**src/rtl/e2c_pkg.sv**
```systemverilog
// ----------------------------------------------------------------------------
// e2c_pkg
// Types and constants shared by the epoch-to-calendar converter.
// ----------------------------------------------------------------------------
package e2c_pkg;

	localparam int NUM_STAGES = 7;

	typedef struct packed {
		logic [31:0] epoch_seconds;
	} stamp_t;

	typedef struct packed {
		logic [5:0]  second_of_minute;
		logic [5:0]  minute_of_hour;
		logic [4:0]  hour_of_day;
		logic [4:0]  day_of_month;
		logic [2:0]  day_of_week;
		logic [3:0]  month_number;
		logic [11:0] full_year;
	} calendar_t;

	typedef struct packed {
		logic [NUM_STAGES-1:0] load;
	} pipe_ctrl_t;

	// reciprocals: floor(x * RECIP >> SHIFT) is exact over the value range used
	localparam logic [25:0] DAY_RECIP      = 26'd50903317; // 1/675, (t >> 7)
	localparam int          DAY_SHIFT      = 35;
	localparam logic [16:0] CYCLE_RECIP    = 17'd91868;    // 1/1461
	localparam int          CYCLE_SHIFT    = 27;
	localparam logic [16:0] WEEK_RECIP     = 17'd74899;    // 1/7
	localparam int          WEEK_SHIFT     = 19;
	localparam logic [16:0] HOUR_RECIP     = 17'd74566;    // 1/3600
	localparam int          HOUR_SHIFT     = 28;
	localparam logic [12:0] MIN_RECIP      = 13'd4370;     // 1/60
	localparam int          MIN_SHIFT      = 18;

	localparam logic [16:0] SECS_PER_DAY   = 17'd86400;
	localparam logic [11:0] SECS_PER_HOUR  = 12'd3600;
	localparam logic [5:0]  SECS_PER_MIN   = 6'd60;
	localparam logic [2:0]  WEEK_DAYS      = 3'd7;
	localparam logic [2:0]  EPOCH_WEEKDAY  = 3'd4;

	// day count is rebased to 1968-01-01 so each four-year cycle opens with a leap year
	localparam logic [10:0] CYCLE_DAYS     = 11'd1461;
	localparam logic [9:0]  EPOCH_REBASE   = 10'd731;
	localparam logic [11:0] YEAR_BASE      = 12'd1968;
	localparam logic [10:0] YEAR2_START    = 11'd366;
	localparam logic [10:0] YEAR3_START    = 11'd731;
	localparam logic [10:0] YEAR4_START    = 11'd1096;
	// first day after 28 Feb 2100, which is not a leap year
	localparam logic [15:0] SKIP_LEAP_DAY  = 16'd47541;

	function automatic logic [8:0] month_start(input logic [3:0] m, input logic leap);
		logic [8:0] base;
		case (m)
			4'd0:    base = 9'd0;
			4'd1:    base = 9'd31;
			4'd2:    base = 9'd59;
			4'd3:    base = 9'd90;
			4'd4:    base = 9'd120;
			4'd5:    base = 9'd151;
			4'd6:    base = 9'd181;
			4'd7:    base = 9'd212;
			4'd8:    base = 9'd243;
			4'd9:    base = 9'd273;
			4'd10:   base = 9'd304;
			4'd11:   base = 9'd334;
			default: base = 9'd0;
		endcase
		return base + 9'((leap && (m >= 4'd2)) ? 1 : 0);
	endfunction

endpackage

```
**src/rtl/e2c_stream_if.sv**
```systemverilog
// ----------------------------------------------------------------------------
// e2c_stream_if
// Valid/ready channel carrying one payload word per request.
// ----------------------------------------------------------------------------
interface e2c_stream_if #(
	parameter type payload_t = logic
);
	logic     valid;
	logic     ready;
	payload_t payload;

	modport source (output valid, output payload, input ready);
	modport sink   (input valid, input payload, output ready);
endinterface

```
**src/rtl/e2c_pipe_ctrl.sv**
```systemverilog
// ----------------------------------------------------------------------------
// e2c_pipe_ctrl
// Stage valid bits and per-stage load enables; bubbles collapse on a stall.
// ----------------------------------------------------------------------------
module e2c_pipe_ctrl
	import e2c_pkg::*;
(
	input  logic       clk,
	input  logic       arst_n,
	input  logic       in_valid,
	output logic       in_ready,
	output logic       out_valid,
	input  logic       out_ready,
	output pipe_ctrl_t ctrl
);
	logic [NUM_STAGES-1:0] valid_q;
	logic [NUM_STAGES-1:0] adv;

	always_comb begin
		adv[NUM_STAGES-1] = !valid_q[NUM_STAGES-1] || out_ready;
		for (int k = NUM_STAGES - 2; k >= 0; k--) begin
			adv[k] = !valid_q[k] || adv[k+1];
		end
	end

	always_ff @(posedge clk or negedge arst_n) begin
		if (!arst_n) begin
			valid_q <= '0;
		end else begin
			if (adv[0]) begin
				valid_q[0] <= in_valid;
			end
			for (int k = 1; k < NUM_STAGES; k++) begin
				if (adv[k]) begin
					valid_q[k] <= valid_q[k-1];
				end
			end
		end
	end

	assign ctrl.load = adv;
	assign in_ready  = adv[0];
	assign out_valid = valid_q[NUM_STAGES-1];
endmodule

```
**src/rtl/epoch_to_calendar_converter.sv**
```systemverilog
// ----------------------------------------------------------------------------
// epoch_to_calendar_converter
// Unix seconds to UTC second, minute, hour, weekday, day, month and year.
//
//   channel    role    payload      request
//   stamp      sink    stamp_t      one epoch count
//   calendar   source  calendar_t   one date and time of day
//
// Seven register stages; a request is taken every cycle unless a stall has
// filled the stages. Divisions are reciprocal multiplies spread over the
// stages, and the year and month come from four-year cycle arithmetic and a
// month table.
// Reset clears the stage valid bits only. A stall at the output holds the
// full stages; empty stages keep filling, so no request is lost or repeated.
// ----------------------------------------------------------------------------
module epoch_to_calendar_converter
	import e2c_pkg::*;
(
	input logic clk,
	input logic arst_n,
	e2c_stream_if.sink   stamp,
	e2c_stream_if.source calendar
);
	pipe_ctrl_t ctrl;

	e2c_pipe_ctrl u_ctrl (
		.clk       (clk),
		.arst_n    (arst_n),
		.in_valid  (stamp.valid),
		.in_ready  (stamp.ready),
		.out_valid (calendar.valid),
		.out_ready (calendar.ready),
		.ctrl      (ctrl)
	);

	logic [31:0] t_s1;
	logic [50:0] pday_s1;

	logic [16:0] tlo_s2;
	logic [16:0] dsec_s2;
	logic [15:0] d2_s2;
	logic [15:0] wx_s2;

	logic [16:0] rem_s3;
	logic [32:0] pcyc_s3;
	logic [32:0] pwk_s3;
	logic [15:0] d2_s3;
	logic [15:0] wx_s3;

	logic [33:0] phr_s4;
	logic [16:0] rem_s4;
	logic [5:0]  cyc_s4;
	logic [10:0] r_s4;
	logic [2:0]  wday_s4;

	logic [4:0]  hour_s5;
	logic [11:0] rem2_s5;
	logic [8:0]  doy_s5;
	logic        leap_s5;
	logic [11:0] year_s5;
	logic [2:0]  wday_s5;

	logic [24:0] pmin_s6;
	logic [11:0] rem2_s6;
	logic [4:0]  hour_s6;
	logic [8:0]  doy_s6;
	logic        leap_s6;
	logic [3:0]  mon_s6;
	logic [11:0] year_s6;
	logic [2:0]  wday_s6;

	calendar_t   out_s7;

	logic [15:0] days;
	logic [13:0] wq;
	logic [5:0]  cyc;
	logic [4:0]  hour;
	logic [1:0]  yoff;
	logic [10:0] ystart;
	logic [3:0]  mon;
	logic [5:0]  minute;

	assign days   = pday_s1[DAY_SHIFT+15:DAY_SHIFT];
	assign wq     = pwk_s3[WEEK_SHIFT+13:WEEK_SHIFT];
	assign cyc    = pcyc_s3[CYCLE_SHIFT+5:CYCLE_SHIFT];
	assign hour   = phr_s4[HOUR_SHIFT+4:HOUR_SHIFT];
	assign minute = pmin_s6[MIN_SHIFT+5:MIN_SHIFT];

	always_comb begin
		if (r_s4 >= YEAR4_START) begin
			yoff   = 2'd3;
			ystart = YEAR4_START;
		end else if (r_s4 >= YEAR3_START) begin
			yoff   = 2'd2;
			ystart = YEAR3_START;
		end else if (r_s4 >= YEAR2_START) begin
			yoff   = 2'd1;
			ystart = YEAR2_START;
		end else begin
			yoff   = 2'd0;
			ystart = '0;
		end
	end

	always_comb begin
		mon = '0;
		for (int i = 1; i < 12; i++) begin
			if (doy_s5 >= month_start(4'(i), leap_s5)) begin
				mon = 4'(i);
			end
		end
	end

	always_ff @(posedge clk) begin
		if (ctrl.load[0]) begin
			t_s1    <= stamp.payload.epoch_seconds;
			pday_s1 <= 51'(stamp.payload.epoch_seconds[31:7]) * 51'(DAY_RECIP);
		end
		if (ctrl.load[1]) begin
			tlo_s2  <= t_s1[16:0];
			dsec_s2 <= 17'(33'(days) * 33'(SECS_PER_DAY));
			d2_s2   <= days + 16'(EPOCH_REBASE) + 16'((days >= SKIP_LEAP_DAY) ? 1 : 0);
			wx_s2   <= days + 16'(EPOCH_WEEKDAY);
		end
		if (ctrl.load[2]) begin
			rem_s3  <= tlo_s2 - dsec_s2;
			pcyc_s3 <= 33'(d2_s2) * 33'(CYCLE_RECIP);
			pwk_s3  <= 33'(wx_s2) * 33'(WEEK_RECIP);
			d2_s3   <= d2_s2;
			wx_s3   <= wx_s2;
		end
		if (ctrl.load[3]) begin
			phr_s4  <= 34'(rem_s3) * 34'(HOUR_RECIP);
			rem_s4  <= rem_s3;
			cyc_s4  <= cyc;
			r_s4    <= 11'(d2_s3 - 16'(cyc) * 16'(CYCLE_DAYS));
			wday_s4 <= 3'(wx_s3 - 16'(wq) * 16'(WEEK_DAYS));
		end
		if (ctrl.load[4]) begin
			hour_s5 <= hour;
			rem2_s5 <= 12'(rem_s4 - 17'(hour) * 17'(SECS_PER_HOUR));
			doy_s5  <= 9'(r_s4 - ystart);
			leap_s5 <= (yoff == 2'd0);
			year_s5 <= YEAR_BASE + 12'({cyc_s4, 2'b00}) + 12'(yoff);
			wday_s5 <= wday_s4;
		end
		if (ctrl.load[5]) begin
			pmin_s6 <= 25'(rem2_s5) * 25'(MIN_RECIP);
			rem2_s6 <= rem2_s5;
			hour_s6 <= hour_s5;
			doy_s6  <= doy_s5;
			leap_s6 <= leap_s5;
			mon_s6  <= mon;
			year_s6 <= year_s5;
			wday_s6 <= wday_s5;
		end
		if (ctrl.load[6]) begin
			out_s7.second_of_minute <= 6'(rem2_s6 - 12'(minute) * 12'(SECS_PER_MIN));
			out_s7.minute_of_hour   <= minute;
			out_s7.hour_of_day      <= hour_s6;
			out_s7.day_of_month     <= 5'(doy_s6 - month_start(mon_s6, leap_s6) + 9'd1);
			out_s7.day_of_week      <= wday_s6;
			out_s7.month_number     <= mon_s6 + 4'd1;
			out_s7.full_year        <= year_s6;
		end
	end

	assign calendar.payload = out_s7;
endmodule

```
**src/flat_wrapper.sv**
```systemverilog
// flat-port wrapper written by rule: the top's interface ports become plain ports
module epoch_to_calendar_converter_flat import e2c_pkg::*;
  (clk, arst_n, stamp_valid, stamp_payload, stamp_ready, calendar_valid, calendar_payload, calendar_ready);
  e2c_stream_if #(.payload_t(stamp_t)) stamp_i ();
  e2c_stream_if #(.payload_t(calendar_t)) calendar_i ();
  input logic clk;
  input logic arst_n;
  input wire logic [$bits(stamp_i.valid)-1:0] stamp_valid;
  input wire logic [$bits(stamp_i.payload)-1:0] stamp_payload;
  output wire logic [$bits(stamp_i.ready)-1:0] stamp_ready;
  output wire logic [$bits(calendar_i.valid)-1:0] calendar_valid;
  output wire logic [$bits(calendar_i.payload)-1:0] calendar_payload;
  input wire logic [$bits(calendar_i.ready)-1:0] calendar_ready;
  assign stamp_i.valid = stamp_valid;
  assign stamp_i.payload = stamp_payload;
  assign stamp_ready = stamp_i.ready;
  assign calendar_valid = calendar_i.valid;
  assign calendar_payload = calendar_i.payload;
  assign calendar_i.ready = calendar_ready;
  epoch_to_calendar_converter u_core (.clk(clk), .arst_n(arst_n), .stamp(stamp_i), .calendar(calendar_i));
endmodule
```
**config.mk**
```make
export PLATFORM = sky130hd
export DESIGN_NAME = epoch_to_calendar_converter_flat
export DESIGN_NICKNAME = d
export VERILOG_FILES = /design/src/rtl/e2c_pkg.sv /design/src/rtl/e2c_stream_if.sv /design/src/rtl/e2c_pipe_ctrl.sv /design/src/rtl/epoch_to_calendar_converter.sv /design/src/flat_wrapper.sv
export SDC_FILE = /design/constraint.sdc
export NUM_CORES = 2
export LEC_CHECK = 0
export BUFFER_PORTS_ARGS = -buffer_cell sky130_fd_sc_hd__buf_2
export CAP_MARGIN = 20
export CORE_MARGIN = 1
export CORE_UTILIZATION = 30
export DETAILED_ROUTE_END_ITERATION = 8
export HOLD_SLACK_MARGIN = 0.15
export PLACE_DENSITY = 0.49
export SYNTH_ARGS = -nofsm -noshare
export SYNTH_HDL_FRONTEND = slang
export SYNTH_SLANG_ARGS = --single-unit
```
**constraint.sdc**
```tcl
create_clock -name clk -period 5.1 [get_ports clk]
set_input_delay 0 -clock clk [delete_from_list [all_inputs] [get_ports clk]]
set_output_delay 0 -clock clk [all_outputs]
set_load 0.05 [all_outputs]
```
==> summary by stage <==
Synthesis
Averaged over all synthesized cells, the footprint is 11.4 um2. Yosys printed 0 warnings. The count of distinct cell types in the synthesized netlist is 65. The synthesized netlist cell count is between 3,000 and 4,000.

After synthesis the cells add up to 34,800 um2. Among all flip-flop cells after synthesis, the most frequent one is edfxtp_1. Synthesis produced a netlist with a net count of 4,299. The proportion of synthesized flip-flops having asynchronous set or reset is around 2.4%.

After synthesis the netlist holds a flip-flop and latch count of 297. The number of flops mapped to enable cells by yosys is 290. Summing the sequential cell areas from Yosys gives 25.5% of the chip area.

Timing
The final worst-path cycle share is 109%. The worst slew margin relative to its limit is 35.0%. Setup violations remaining at the end of the flow were counted as 14.

Counting I/O delays and the setup requirement, the final critical path takes 5.56 ns. The worst-margin pin slew is 0.972 ns. The final setup skew is 0.0206 ns.

For the final routed database, the setup TNS stands at -2.43 ns. The final number of hold-violating endpoints is 0. The final number of max-transition violations is 0. The achievable clock frequency is 0.180 GHz. Setup repair after global routing could not meet its margin everywhere. The post-route worst setup slack is -0.463 ns.

Clock tree
CTS saw 297 sinks. After clock tree synthesis, the clock-pin slew on the worst setup and hold paths is 0.06 ns. In this run the number of H-tree levels came out at 2.

The later pin in the worst-skew pair is clocked with a latency of approximately 0.55 ns. The TritonCTS buffer count is 36. TritonCTS built the clock tree.

No sink is reached through more buffers than the 3 on the longest clock path. The cell at the root of the clock tree is clkbuf_16.

Final layout
The utilization of the core after routing is 36.5%. In the final layout, flip-flops and latches occupy around 8900 um2. In the final layout, the multi-input gates occupy 23,700 um2. The layout cell share with drive strength beyond 1 is approximately 18%. In the layout the commonest cells are 785 x inv_1, 766 x ha_1, 390 x fa_1, 315 x buf_4, 290 x edfxtp_1. The net count of the finished layout is approximately 4,700. After filler insertion, the fill cell instance count of the layout stands at 11,400. The leading cell type in the layout, fill and taps excluded is inv_1.

The synthesis-to-finish area growth is 20.1%.

Placement
During placement, the flow inserted port buffers numbering 78. At the placement stage, the worst setup path has a slack of -0.839 ns. The routability congestion estimate from global placement is 0.839. The wire-length estimate of the detail-placed layout is 64,900 um.

Run status
The run finished, with violations left. The checks that failed: DRC, setup timing.

Flow run
The max-cap violation count is 0.

Routing
Summed over all layers, the routed wires come to roughly 75,000 um. In the routed design, unresolved DRC markers number 24. The detail route stage leaves a number of antenna-violating nets equal to 0. The first-pass detailed-route iteration total is 6. The ratio of routed vias to standard cells is 4.21. The total number of vias is around 21,000. The detailed router finished its first iteration with about 670 violations. In the final routed layout, each cell accounts on average for 14.9 um.

Critical path
The required arrival time at the worst endpoint is 5.38 ns. The worst setup path is launched from a flip-flop. The maximum fanout along the worst path is 3.

The data arrival time of the worst path is 5.84 ns. The endpoint kind of the worst setup timing path is a flip-flop. The critical path in this run is classified as flip-flop to flip-flop.

Floorplan
For this configuration, the core starts out at a cell density of between 30% and 40%. After floorplanning, the core was divided into roughly 120 placement rows. The area of the core is between 100,000 and 150,000 um2. The die footprint is 117,000 um2.

The die outline width is 343 um. 79 I/O pins were placed. From bottom edge to top edge, the die measures ~340 um.

Hold path
The class of the tightest hold or removal check is primary input to flip-flop.

Global route
The number of global-route vias before repair is 22,800. The total overflow left after global routing is 0. Entering global routing, the biggest net connects 60 pins. The number of antenna violations at the first check in global routing is 2. The overall track demand over capacity in global routing is 13.1%.

The first global-routing pass estimated ~120,000 um of wire.
-- registers in the layout (all words and copies together), names as in the netlist, 7 cells and up --
| name | flops |
|---|---|
| u_core.calendar.payload | 40 |
| u_core.d2_s2 | 16 |
| u_core.d2_s3 | 11 |
| u_core.doy_s5 | 9 |
| u_core.dsec_s2 | 9 |
| u_core.pday_s1 | 18 |
| u_core.r_s4 | 11 |
| u_core.rem2_s5 | 12 |
| u_core.rem_s3 | 17 |
| u_core.rem_s4 | 12 |
| u_core.t_s1 | 15 |
| u_core.tlo_s2 | 17 |
| u_core.u_ctrl.valid_q | 7 |
| u_core.wx_s2 | 16 |
| u_core.year_s5 | 11 |
| u_core.year_s6 | 11 |
-- stage by stage --
stage	cell area (um2)	cells	hold WS [ns]
floorplan	35000	3044	-0.296
global placement	39600	4923	-0.144
detailed placement	39600	4923	-0.142
CTS	41300	5018	0.197
global route	41800	5027	0.214
finish	41800	5028	0.210
-- logic make-up (layout without fill, tap and decap cells) --
kind of cell / count (synthesis) / count (layout) / synth area share [%]
other: 0 / 2 / 0
xor gates and xnor gates: 145 / 145 / 3.65
muxes: 1 / 1 / 0.0323
buffers and inverters: 830 / 1300 / 8.96
and+or+nand+nor: 259 / 259 / 3.72
DFF: 297 / 297 / 25.5
AOI/OAI and AO/OA: 293 / 293 / 5.48
adders and majority gates: 1219 / 1219 / 52.6
-- critical path: stages, from the launching register on --
cell	delay, ns
edfxtp_1	0.41
inv_2	0.08
buf_6	0.13
fa_1	0.50
inv_1	0.05
fa_1	0.45
fa_1	0.49
inv_1	0.05
fa_2	0.52
inv_2	0.04
fa_2	0.53
fa_2	0.44
ha_4	0.18
a21o_1	0.18
a21oi_2	0.14
o21ai_2	0.07
a211oi_2	0.24
buf_4	0.17
a211oi_4	0.07
buf_4	0.16
a21bo_4	0.21
a21oi_2	0.12
xnor2_1	0.07
-- what timing repair did --
action                                 CTS  global route
resized for setup                       69           101
setup endpoints to repair               24            27
hold buffers                            21             0
endpoints found under the hold margin   26             0
setup buffers                           17            12
pin swaps                               83            80
-- worst paths after layout --
check                      depth (start not counted)               from                          end  slack (ns)
hold / removal                                     2   stamp_payload[6]               u_core.t_s1[6]        0.21
setup reg to reg                                  22   u_core.d2_s2[13]           u_core.pcyc_s3[31]       -0.46
min in group asynchronous                          3             arst_n     u_core.u_ctrl.valid_q[6]        0.44
setup / recovery                                  22   u_core.d2_s2[13]           u_core.pcyc_s3[31]       -0.46
hold reg to reg                                    0  u_core.hour_s6[3]  u_core.calendar.payload[27]        0.40
max in group asynchronous                          3             arst_n     u_core.u_ctrl.valid_q[5]        4.37
-- cell usage after synthesis, types with 29 or more instances --
| cell type | count | share of area, % |
|---|---|---|
| inv_1 | 819 | 8.8 |
| ha_1 | 809 | 29 |
| fa_1 | 410 | 24 |
| edfxtp_1 | 290 | 25 |
| xnor2_1 | 106 | 2.7 |
| a21oi_1 | 88 | 1.3 |
| nor2_1 | 69 | 0.74 |
| o21ai_0 | 53 | 0.76 |
| nand2_1 | 47 | 0.51 |
| a21o_1 | 44 | 0.95 |
| xor2_1 | 39 | 0.98 |
| nand3_1 | 29 | 0.42 |
-- final cells by class --
| class | count | share of cell area (%) |
|---|---|---|
| Antenna cell | 2 | 0.0120 |
| Multi-Input combinational cell | 1917 | 56.7 |
| Clock inverter | 18 | 0.413 |
| Sequential cell | 297 | 21.2 |
| Clock buffer | 41 | 2.20 |
| Timing Repair Buffer | 422 | 7.59 |
| Tap cell | 1512 | 4.53 |
| Inverter | 819 | 7.35 |
-- metal layers --
layer	vias up	global-route usage (%)	part of all wire (%)
li1	10800	-	-
met2	164	23.3	49
met1	10100	17.4	48
met4	0	1.97	1.1
met5	-	0	0
met3	53	1.12	1.7
Power is left out: the tool's default activity adds up to more than one toggle a clock period on the data nets, which glitch-free logic cannot reach.
